File: src/hdl/vzd_pkg.sv
// ----------------------------------------------------------------------------
// vzd_pkg
// Shared types and constants for the varint / zigzag decoder.
// ----------------------------------------------------------------------------
package vzd_pkg;

  localparam int unsigned ByteW    = 8;
  localparam int unsigned GroupW   = 7;
  localparam int unsigned ValueW   = 64;
  localparam int unsigned LimitW   = ValueW - GroupW;

  // Bit 7 of a stream byte: more bytes of this value follow.
  localparam int unsigned ContBit  = 7;

  typedef logic [ByteW-1:0]  byte_t;
  typedef logic [ValueW-1:0] value_t;
  typedef logic [LimitW-1:0] limit_t;

  // Outcome of one decode step, handed from the accumulator to the top level.
  typedef struct packed {
    logic               emit;
    logic               overflow;
    logic               was_zigzag;
    value_t             raw_value;
    logic signed [ValueW-1:0] signed_value;
  } vzd_result_t;

endpackage

File: src/hdl/vzd_if.sv
// ----------------------------------------------------------------------------
// vzd_in_if / vzd_out_if
// Valid/ready channels for stream bytes and decoded values.
// ----------------------------------------------------------------------------
interface vzd_in_if;
  logic        valid;
  logic        ready;
  logic [7:0]  data_byte;
  logic [63:0] value_limit;
  logic        zigzag_mode;

  modport source (output valid, output data_byte, output value_limit,
                  output zigzag_mode, input ready);
  modport sink   (input valid, input data_byte, input value_limit,
                  input zigzag_mode, output ready);
endinterface

interface vzd_out_if;
  logic               valid;
  logic               ready;
  logic [63:0]        raw_value;
  logic signed [63:0] signed_value;
  logic               was_zigzag;
  logic               overflow;

  modport source (output valid, output raw_value, output signed_value,
                  output was_zigzag, output overflow, input ready);
  modport sink   (input valid, input raw_value, input signed_value,
                  input was_zigzag, input overflow, output ready);
endinterface

File: src/hdl/vzd_accum.sv
// ----------------------------------------------------------------------------
// vzd_accum
// Per-value decode state and the combinational merge / overflow / zigzag step.
// ----------------------------------------------------------------------------
module vzd_accum import vzd_pkg::*; (
  input  logic        clk_i,
  input  logic        rst_ni,
  input  logic        step_i,
  input  byte_t       data_byte_i,
  input  value_t      value_limit_i,
  input  logic        zigzag_mode_i,
  output vzd_result_t result_o
);

  value_t acc_q, acc_d;
  logic   in_value_q, in_value_d;
  limit_t lim_q, lim_d;
  logic   zz_q, zz_d;

  value_t acc_base;
  limit_t lim_cur;
  logic   zz_cur;
  logic   ovf;
  value_t merged;
  value_t half;

  always_comb begin
    // First byte of a value starts from zero with freshly sampled limit/mode.
    acc_base = in_value_q ? acc_q : '0;
    lim_cur  = in_value_q ? lim_q : value_limit_i[ValueW-1:GroupW];
    zz_cur   = in_value_q ? zz_q  : zigzag_mode_i;
    ovf      = acc_base > {{GroupW{1'b0}}, lim_cur};
    merged   = {acc_base[ValueW-GroupW-1:0], data_byte_i[GroupW-1:0]};
    half     = merged >> 1;
  end

  always_comb begin
    result_o.emit       = ovf || !data_byte_i[ContBit];
    result_o.overflow   = ovf;
    result_o.was_zigzag = ovf ? 1'b0 : zz_cur;
    result_o.raw_value  = ovf ? '0 : merged;
    if (ovf) begin
      result_o.signed_value = '0;
    end else if (merged[0]) begin
      result_o.signed_value = ~half;
    end else begin
      result_o.signed_value = half;
    end
  end

  always_comb begin
    acc_d      = acc_q;
    in_value_d = in_value_q;
    lim_d      = lim_q;
    zz_d       = zz_q;
    if (step_i) begin
      lim_d = lim_cur;
      zz_d  = zz_cur;
      if (ovf || !data_byte_i[ContBit]) begin
        acc_d      = '0;
        in_value_d = 1'b0;
      end else begin
        acc_d      = merged;
        in_value_d = 1'b1;
      end
    end
  end

  always_ff @(posedge clk_i or negedge rst_ni) begin
    if (!rst_ni) begin
      acc_q      <= '0;
      in_value_q <= 1'b0;
      lim_q      <= '0;
      zz_q       <= 1'b0;
    end else begin
      acc_q      <= acc_d;
      in_value_q <= in_value_d;
      lim_q      <= lim_d;
      zz_q       <= zz_d;
    end
  end

`ifndef SYNTHESIS
  // A value's first byte sees an empty accumulator and cannot overflow.
  a_no_first_ovf: assert property (@(posedge clk_i) disable iff (!rst_ni)
    step_i && !in_value_q |-> !result_o.overflow)
    else $error("overflow on first byte of a value");

  a_cont_keeps_value: assert property (@(posedge clk_i) disable iff (!rst_ni)
    step_i && !result_o.emit |=> in_value_q)
    else $error("continuation byte did not keep value open");

  a_emit_closes: assert property (@(posedge clk_i) disable iff (!rst_ni)
    step_i && result_o.emit |=> !in_value_q && acc_q == '0)
    else $error("result emitted but value still open");
`endif

endmodule

File: src/hdl/varint_zigzag_decoder_unit.sv
// ----------------------------------------------------------------------------
// varint_zigzag_decoder_unit
// MSB-first base-128 varint decoder with zigzag decode of each value.
// ----------------------------------------------------------------------------
// One stream byte per transaction, one byte per cycle sustained while results
// are accepted. A byte is captured in an input register, then merged into
// the running value and, when it ends a value or overflows the limit that
// was sampled on the value's first byte, a result is written to the output
// register. While a result waits unaccepted, the input register takes one
// more byte and then the input stalls until the output register drains; a
// continuation byte waits there too. Continuation bytes give no result
// transaction.
module varint_zigzag_decoder_unit import vzd_pkg::*; (
  input  logic      clk_i,
  input  logic      rst_ni,
  vzd_in_if.sink    byte_i,
  vzd_out_if.source result_o
);

  logic        s1_valid_q, s1_valid_d;
  byte_t       s1_byte_q;
  value_t      s1_limit_q;
  logic        s1_zz_q;

  logic        out_valid_q, out_valid_d;
  vzd_result_t out_q;

  logic        out_free;
  logic        step;
  logic        in_take;
  vzd_result_t step_res;

  assign out_free     = !out_valid_q || result_o.ready;
  assign step         = s1_valid_q && out_free;
  assign byte_i.ready = !s1_valid_q || out_free;
  assign in_take      = byte_i.valid && byte_i.ready;

  vzd_accum u_accum (
    .clk_i         (clk_i),
    .rst_ni        (rst_ni),
    .step_i        (step),
    .data_byte_i   (s1_byte_q),
    .value_limit_i (s1_limit_q),
    .zigzag_mode_i (s1_zz_q),
    .result_o      (step_res)
  );

  always_comb begin
    s1_valid_d = s1_valid_q;
    if (in_take) begin
      s1_valid_d = 1'b1;
    end else if (step) begin
      s1_valid_d = 1'b0;
    end
    out_valid_d = out_valid_q && !result_o.ready;
    if (step) begin
      out_valid_d = step_res.emit;
    end
  end

  always_ff @(posedge clk_i or negedge rst_ni) begin
    if (!rst_ni) begin
      s1_valid_q  <= 1'b0;
      out_valid_q <= 1'b0;
    end else begin
      s1_valid_q  <= s1_valid_d;
      out_valid_q <= out_valid_d;
    end
  end

  always_ff @(posedge clk_i) begin
    if (in_take) begin
      s1_byte_q  <= byte_i.data_byte;
      s1_limit_q <= byte_i.value_limit;
      s1_zz_q    <= byte_i.zigzag_mode;
    end
    if (step && step_res.emit) begin
      out_q <= step_res;
    end
  end

  assign result_o.valid        = out_valid_q;
  assign result_o.raw_value    = out_q.raw_value;
  assign result_o.signed_value = out_q.signed_value;
  assign result_o.was_zigzag   = out_q.was_zigzag;
  assign result_o.overflow     = out_q.overflow;

`ifndef SYNTHESIS
  a_ovf_fields_zero: assert property (@(posedge clk_i) disable iff (!rst_ni)
    out_valid_q && out_q.overflow |->
      out_q.raw_value == '0 && out_q.signed_value == '0 && !out_q.was_zigzag)
    else $error("overflow result carries nonzero fields");

  a_s1_holds: assert property (@(posedge clk_i) disable iff (!rst_ni)
    s1_valid_q && !out_free |=> s1_valid_q && $stable(s1_byte_q))
    else $error("input stage lost a byte while output stalled");

  a_result_from_step: assert property (@(posedge clk_i) disable iff (!rst_ni)
    $rose(out_valid_q) |-> $past(step))
    else $error("result appeared without a decode step");
`endif

endmodule
File: src/flat_wrapper.sv
// flat-port wrapper written by rule: the top's interface ports become plain ports
module varint_zigzag_decoder_unit_flat import vzd_pkg::*;
  (clk_i, rst_ni, byte_i_valid, byte_i_data_byte, byte_i_value_limit, byte_i_zigzag_mode, byte_i_ready, result_o_valid, result_o_raw_value, result_o_signed_value, result_o_was_zigzag, result_o_overflow, result_o_ready);
  vzd_in_if byte_i_i ();
  vzd_out_if result_o_i ();
  input  logic clk_i;
  input  logic rst_ni;
  input wire logic [$bits(byte_i_i.valid)-1:0] byte_i_valid;
  input wire logic [$bits(byte_i_i.data_byte)-1:0] byte_i_data_byte;
  input wire logic [$bits(byte_i_i.value_limit)-1:0] byte_i_value_limit;
  input wire logic [$bits(byte_i_i.zigzag_mode)-1:0] byte_i_zigzag_mode;
  output wire logic [$bits(byte_i_i.ready)-1:0] byte_i_ready;
  output wire logic [$bits(result_o_i.valid)-1:0] result_o_valid;
  output wire logic [$bits(result_o_i.raw_value)-1:0] result_o_raw_value;
  output wire logic [$bits(result_o_i.signed_value)-1:0] result_o_signed_value;
  output wire logic [$bits(result_o_i.was_zigzag)-1:0] result_o_was_zigzag;
  output wire logic [$bits(result_o_i.overflow)-1:0] result_o_overflow;
  input wire logic [$bits(result_o_i.ready)-1:0] result_o_ready;
  assign byte_i_i.valid = byte_i_valid;
  assign byte_i_i.data_byte = byte_i_data_byte;
  assign byte_i_i.value_limit = byte_i_value_limit;
  assign byte_i_i.zigzag_mode = byte_i_zigzag_mode;
  assign byte_i_ready = byte_i_i.ready;
  assign result_o_valid = result_o_i.valid;
  assign result_o_raw_value = result_o_i.raw_value;
  assign result_o_signed_value = result_o_i.signed_value;
  assign result_o_was_zigzag = result_o_i.was_zigzag;
  assign result_o_overflow = result_o_i.overflow;
  assign result_o_i.ready = result_o_ready;
  varint_zigzag_decoder_unit u_core (.clk_i(clk_i), .rst_ni(rst_ni), .byte_i(byte_i_i), .result_o(result_o_i));
endmodule
File: config.mk
export PLATFORM = sky130hd
export DESIGN_NAME = varint_zigzag_decoder_unit_flat
export DESIGN_NICKNAME = d
export VERILOG_FILES = /design/src/hdl/vzd_pkg.sv /design/src/hdl/vzd_if.sv /design/src/hdl/vzd_accum.sv /design/src/hdl/varint_zigzag_decoder_unit.sv /design/src/flat_wrapper.sv
export SDC_FILE = /design/constraint.sdc
export NUM_CORES = 1
export LEC_CHECK = 0
export BUFFER_PORTS_ARGS = -buffer_cell sky130_fd_sc_hd__buf_4
export CAP_MARGIN = 10
export CORE_MARGIN = 2
export CORE_UTILIZATION = 54
export CTS_BUF_LIST = sky130_fd_sc_hd__clkbuf_4 sky130_fd_sc_hd__clkbuf_8
export DETAILED_ROUTE_END_ITERATION = 10
export GPL_TIMING_DRIVEN = 0
export PLACE_DENSITY = 0.77
export SYNTH_ARGS = -nofsm -noshare
export SYNTH_HDL_FRONTEND = slang
export SYNTH_SLANG_ARGS = --single-unit
File: constraint.sdc
create_clock -name clk_i -period 13.1 [get_ports clk_i]
set_clock_uncertainty 0.1 [all_clocks]
set_input_delay 2.62 -clock clk_i [delete_from_list [all_inputs] [get_ports clk_i]]
set_output_delay 2.62 -clock clk_i [all_outputs]
set_load 0.005 [all_outputs]
# Yosys cells after proc, flatten, opt, wreduce, memory -nomap -nowiden
# Cells that the tools add are included.
dict set report totals {
  inputBits 77
  output_inout_bits 132
  wordCells 39
  reg_bits 328
}
dict set report op_classes {
  bitwise 2
  magnitude_cmp 1
  mux 9
  reduce_logical 13
}
# op count
set ops {}
lappend ops {{2-to-1 mux 64 bit} 2}
lappend ops {{greater-than comparator 64 x 57 -> 1 bit} 1}
lappend ops {{NOT 63 -> 64 bit} 1}
lappend ops {{2-to-1 mux 63 bit} 1}
lappend ops {{2-to-1 mux 57 bit} 1}
lappend ops {{2-to-1 mux 1 bit} 5}
lappend ops {{logical AND 1 bit} 4}
lappend ops {{logical NOT 1 bit} 4}
lappend ops {{logical OR 1 bit} 3}
lappend ops {{nonzero test 2 bit} 1}
lappend ops {{OR reduction 2 bit} 1}
lappend ops {{NOT 1 bit} 1}

# Longest topological paths before layout
dict set report depth {
  ltp_word 5
  ltp_mapped 15
  ltp_nobuf 8
}

# Cells and area by module
# Synthesis repeated with hierarchy kept, for this count alone.
dict set report hier_totals {
  cells_unflattened 1258
  area_unflattened_um2 14983.1
}
# module instances area_each_um2 seq_area_each_um2 cells_each
set modules_own_cells {}
lappend modules_own_cells {vzd_accum 1 8775.9 3078.0 1045}
lappend modules_own_cells {varint_zigzag_decoder_unit 1 6207.2 6145.9 213}

# Worst setup path after synthesis
# Ideal clock, no wire load.
dict set report synth_timing {
  path_kind {input -> register}
  from {input port result_o_ready}
  to {register u_core.out_q (netlist bit u_core.result_o.overflow), enable pin}
  path_buffers 2
  path_stages 5
  arrival_time_ns 12.070
  required_ns 12.221
  setup_slack_ns 0.151
  setup_time_ns 0.779
  cell_sequence {nand2b_1 -> nand2_1 -> clkbuf_1 -> clkbuf_1 -> nor3_1}
}
dict set report synth_between {
  elab_chain_len 3
}
# element line_no
set synth_lines {}
lappend synth_lines {{start: declaration} flat_wrapper.sv:18} ;# input wire logic [$bits(result_o_i.ready)-1:0] result_o_ready;
lappend synth_lines {{logical OR 1 bit} varint_zigzag_decoder_unit.sv:33} ;# assign out_free = !out_valid_q || result_o.ready;
lappend synth_lines {{logical AND 1 bit} varint_zigzag_decoder_unit.sv:34} ;# assign step = s1_valid_q && out_free;
lappend synth_lines {{logical AND 1 bit} varint_zigzag_decoder_unit.sv:77} ;# if (step && step_res.emit) begin
lappend synth_lines {{end signal: assignment} varint_zigzag_decoder_unit.sv:78} ;# out_q <= step_res;
lappend synth_lines {{end: declaration} varint_zigzag_decoder_unit.sv:26} ;# vzd_result_t out_q;
# Every way passes these cells.
# A chain may end at the register's enable or synchronous reset.

# Worst setup path in the final report
dict set report layout_timing {
  from {register u_core.u_accum.in_value_q}
  to {register u_core.out_q (netlist bit u_core.result_o.signed_value[39]), enable pin}
}
dict set report layout_between {
  elab_chain_len 4
  elab_cells_between_ends 5
  cone_classes {order compare (1); mux (2); reduce/logical (2)}
}
# element line_no
set layout_lines {}
lappend layout_lines {{start: declaration} vzd_accum.sv:16} ;# logic in_value_q, in_value_d;
lappend layout_lines {{start signal: assignment} vzd_accum.sv:77} ;# in_value_q <= in_value_d;
lappend layout_lines {{2-to-1 mux 64 bit / 2-to-1 mux 57 bit (equally long branches)} {vzd_accum.sv:29, vzd_accum.sv:30}}
lappend layout_lines {{greater-than comparator 64 x 57 -> 1 bit (*)} vzd_accum.sv:32} ;# ovf = acc_base > {{GroupW{1'b0}}, lim_cur};
lappend layout_lines {{logical OR 1 bit (*)} vzd_accum.sv:38} ;# result_o.emit = ovf || !data_byte_i[ContBit];
lappend layout_lines {{logical AND 1 bit (*)} varint_zigzag_decoder_unit.sv:77}
# Mark *: on every way between the ends. The rest lies on a longest branch, timed or not.

==> results.py <==
metrics = {
    "final_layout": {
        "areaGrowthSynthToFinish_pct": 21.41,
        "antenna_cells": 0,
        "fill_cells": 2049,
        "stdcell_count": 1891,
        "design_area_um2": 18230,
        "multi_input_area_um2": 5569,
        "seq_area_um2": 9014,
        "final_nets": 1605,
        "drive_gt1_frac": 0.2379,
    },
    "worst_setup_path": {
        "r2r_setup_slack_ps": 6860,
        "crit_type": "reg -> reg",
        "r2r_cells": 15,
        "worst_setup_path_end_kind": "flip-flop",
        "startpoint_type": "flip-flop",
        "required_ps": 13260,
        "cp.arrival_ps": 6400,
        "worstReg2RegEnd": "u_core.result_o.signed_value[39]",
        "rr_startpoint": "u_core.u_accum.in_value_q",
        "cp_max_fo": 13,
    },
    "power": {
        "p_leak_uw": 0.007310,
        "pwr_density_cell_nw_per_um2": 136.2,
        "ir_drop_mv": 0.08844,
    },
    "timing": {
        "fin_crit_ps": 6244,
        "post-route-period-util": 0.4766,
        "fin_ws_ps": 6856,
        "finalMaxSlewViolations": 0,
        "slew_headroom": 0.3083,
        "fmax_ghz": 0.1602,
        "grt_setup_unrepaired": "no",
        "worst_slew_pin_slew_ps": 1038,
        "hold_viol": 0,
        "setup_violations": 0,
    },
    "min_path": {
        "hp-start": "u_core.u_accum.lim_q[18]",
        "min_to": "u_core.u_accum.lim_q[18]",
        "worstHoldPathCells": 2,
        "hold_path_class": "reg -> reg",
    },
    "route": {
        "viasPerCell": 5.748,
        "routed-wl-met3_mm": 2.868,
        "routedWlPerCell_um": 20.29,
        "wirelength_mm": 38.36,
        "m1WireLength_mm": 16.13,
        "wl_met2_mm": 18.10,
        "dr.first_iter.drc_count": 816,
        "drc": 0,
        "dr.max_layer_used": "met4",
        "ant_nets": 0,
        "vias": 10870,
        "first_pass_iters": 5,
    },
    "placement": {
        "post-place-ws_ps": 6997,
        "io_buffers": 201,
        "placed_cell_area_um2": 17200,
        "dp_cells": 1797,
        "gp_congestion": 0.8305,
        "dp_hpwl_mm": 26.60,
    },
    "synth": {
        "yosysSeqAreaShare": 0.6005,
        "synth-main-ff-cell": "edfxtp_1",
        "yosysTopAreaCellShare": 0.3921,
        "postSynthAreaPerCell_um2": 12.47,
        "synth_cell_type_count": 43,
        "synth_edf_count": 196,
        "synthCells": 1204,
        "mappedNetlistNets": 1338,
        "yosys_warnings": 0,
        "yosys_register_bits": 321,
        "synth_area_leaders": "edfxtp_1 39%, dfrtp_1 21%, ha_1 4.8%, o21ai_0 4.3%, mux2i_1 3.8%",
        "netlist_area_um2": 15010,
        "synth_top_area_cell": "edfxtp_1",
        "synth-async-reset-ratio": 0.3894,
    },
    "global_routing": {
        "grt_pass1_vias": 10970,
        "grt_pass1_wl_mm": 59.29,
        "grt_max_degree": 74,
        "antenna_found_initial": 0,
        "grt_overflow_total": 0,
        "grtUsageTotal": 0.2643,
    },
    "clocking": {
        "ctsResizeCount": 0,
        "htreeDepth": 2,
        "insertion_delay_ps": 580,
        "holdBufCountCts": 0,
        "post_cts_buffers": 0,
        "cts-root-buf": "clkbuf_8",
        "clk_pin_slew_ps": 60,
        "ctsLongestPathBuffers": 3,
        "clock-sinks": 321,
        "cts_tree": "yes",
        "cts_made_buffers": 50,
    },
    "floorplan": {
        "die-area_um2": 29150,
        "io_pins": 209,
        "fp.dieH_um": 170.7,
        "num_rows": 61,
        "start_util": 0.5448,
        "fp.coreArea_um2": 27550,
        "die_width_um": 170.7,
    },
    "flow_run": {
        "cap_violations": 0,
    },
    "status": {
        "status": "complete, no violations",
    },
}
-- cell usage in the layout (no fill, tap or decap), types with 18 or more instances in the layout --
cell type  synthesis  routed
clkbuf_1          88      88
o21ai_0          129     129
buf_4              0     200
a21boi_0          50      50
and2_0            56      56
nand3_1           68      68
mux2i_1           57      57
a21oi_2           50      50
xnor2_1           62      62
dfrtp_1          125     125
a2bb2oi_1         65      65
nand2_1           76      76
a21oi_1           38      38
edfxtp_1         196     196
ha_1              57      57
buf_6              7      18
clkbuf_8           0      56
-- metrics by stage --
stage / utilization / hold slack (ps) / power (uW) / TNS (ps)
6_report: 0.6615 / 380.0 / 2483 / 0
5_1_grt: 0.6615 / 405.7 / 2592 / 0
2_1_floorplan: - / 349.6 / 1484 / 0
4_1_cts: 0.6615 / 384.0 / 2493 / 0
3_5_place_dp: 0.6243 / 371.0 / 1641 / 0
3_3_place_gp: 0.6167 / 361.3 / 1622 / -645430
-- flip-flops by register name, indices dropped and copies added, names as in the netlist, 8 cells and up --
register	count
u_core.u_accum.acc_q	64
u_core.s1_limit_q	57
u_core.result_o.raw_value	64
u_core.s1_byte_q	8
u_core.u_accum.lim_q	57
u_core.result_o.signed_value	64
-- synthesized netlist by cell type (all sizes together), types with 4 or more instances --
| library cell | instances |
|---|---|
| edfxtp | 196 |
| o21ai | 129 |
| dfrtp | 125 |
| a21oi | 88 |
| clkbuf | 88 |
| nand2 | 76 |
| nand3 | 68 |
| a2bb2oi | 65 |
| a21boi | 64 |
| xnor2 | 62 |
| and2 | 59 |
| ha | 57 |
| mux2i | 57 |
| nand4 | 13 |
| buf | 11 |
| nor2 | 6 |
| nor4 | 4 |
-- power by group --
| group | switching [uW] | leakage (uW) | internal [uW] |
|---|---|---|---|
| Clock | 392 | 0.000539 | 466 |
| Combinational | 234 | 0.00325 | 162 |
| Sequential | 45.2 | 0.00352 | 1180 |
-- kinds of logic (layout without fill, tap and decap cells) --
family / count (synthesis) / after routing / share of synthesized area
xor+xnor: 63 / 63 / 0.03676
fa+ha+maj: 57 / 57 / 0.04751
compound gates: 362 / 362 / 0.1649
flops: 321 / 321 / 0.6005
simple gates: 240 / 240 / 0.08110
buf+inv: 101 / 410 / 0.02901
mux: 60 / 60 / 0.04026
-- critical path, stage by stage (launching register included) --
cell and delay (ps):
dfrtp_1 320, clkbuf_1 510, clkbuf_1 620, clkbuf_1 670
mux2i_1 230, ha_1 340, nand3_1 120, nor4_1 840
nand4_1 400, a311oi_1 590, nor4_1 160, nor3_2 270
buf_6 220, buf_8 170, buf_6 170, buf_6 180
-- area by class of cell --
class,instances,area share
inverter,2,0.0004119
tap,378,0.02595
sequential,321,0.4946
clock inverter,26,0.008925
timing repair buffer,215,0.09385
buffer,99,0.02348
clock buffer,68,0.04723
multi-input combinational,782,0.3056
-- metal layers --
layer / up-vias / GRT usage
li1: 4991 / -
met4: 0 / 0.09922
met1: 5330 / 0.3557
met3: 95 / 0.05020
met5: - / 0
met2: 454 / 0.4288
-- how the worst max path moves through the flow --
stage	startpoint	to	slack (ps)	cells after the start
4_1_cts	u_core.u_accum.in_value_q	u_core.result_o.signed_value[39]	6950	15
3_3_place_gp	u_core.u_accum.in_value_q	u_core.result_o.raw_value[52]	-4970	11
2_1_floorplan	result_o_ready	u_core.result_o.overflow	150	5
6_report	u_core.u_accum.in_value_q	u_core.result_o.signed_value[39]	6860	15
5_1_grt	u_core.u_accum.in_value_q	u_core.result_o.raw_value[34]	6640	14
3_5_place_dp	u_core.u_accum.in_value_q	u_core.result_o.raw_value[54]	7000	14
No activity file was read; power rests on OpenSTA's default activity.
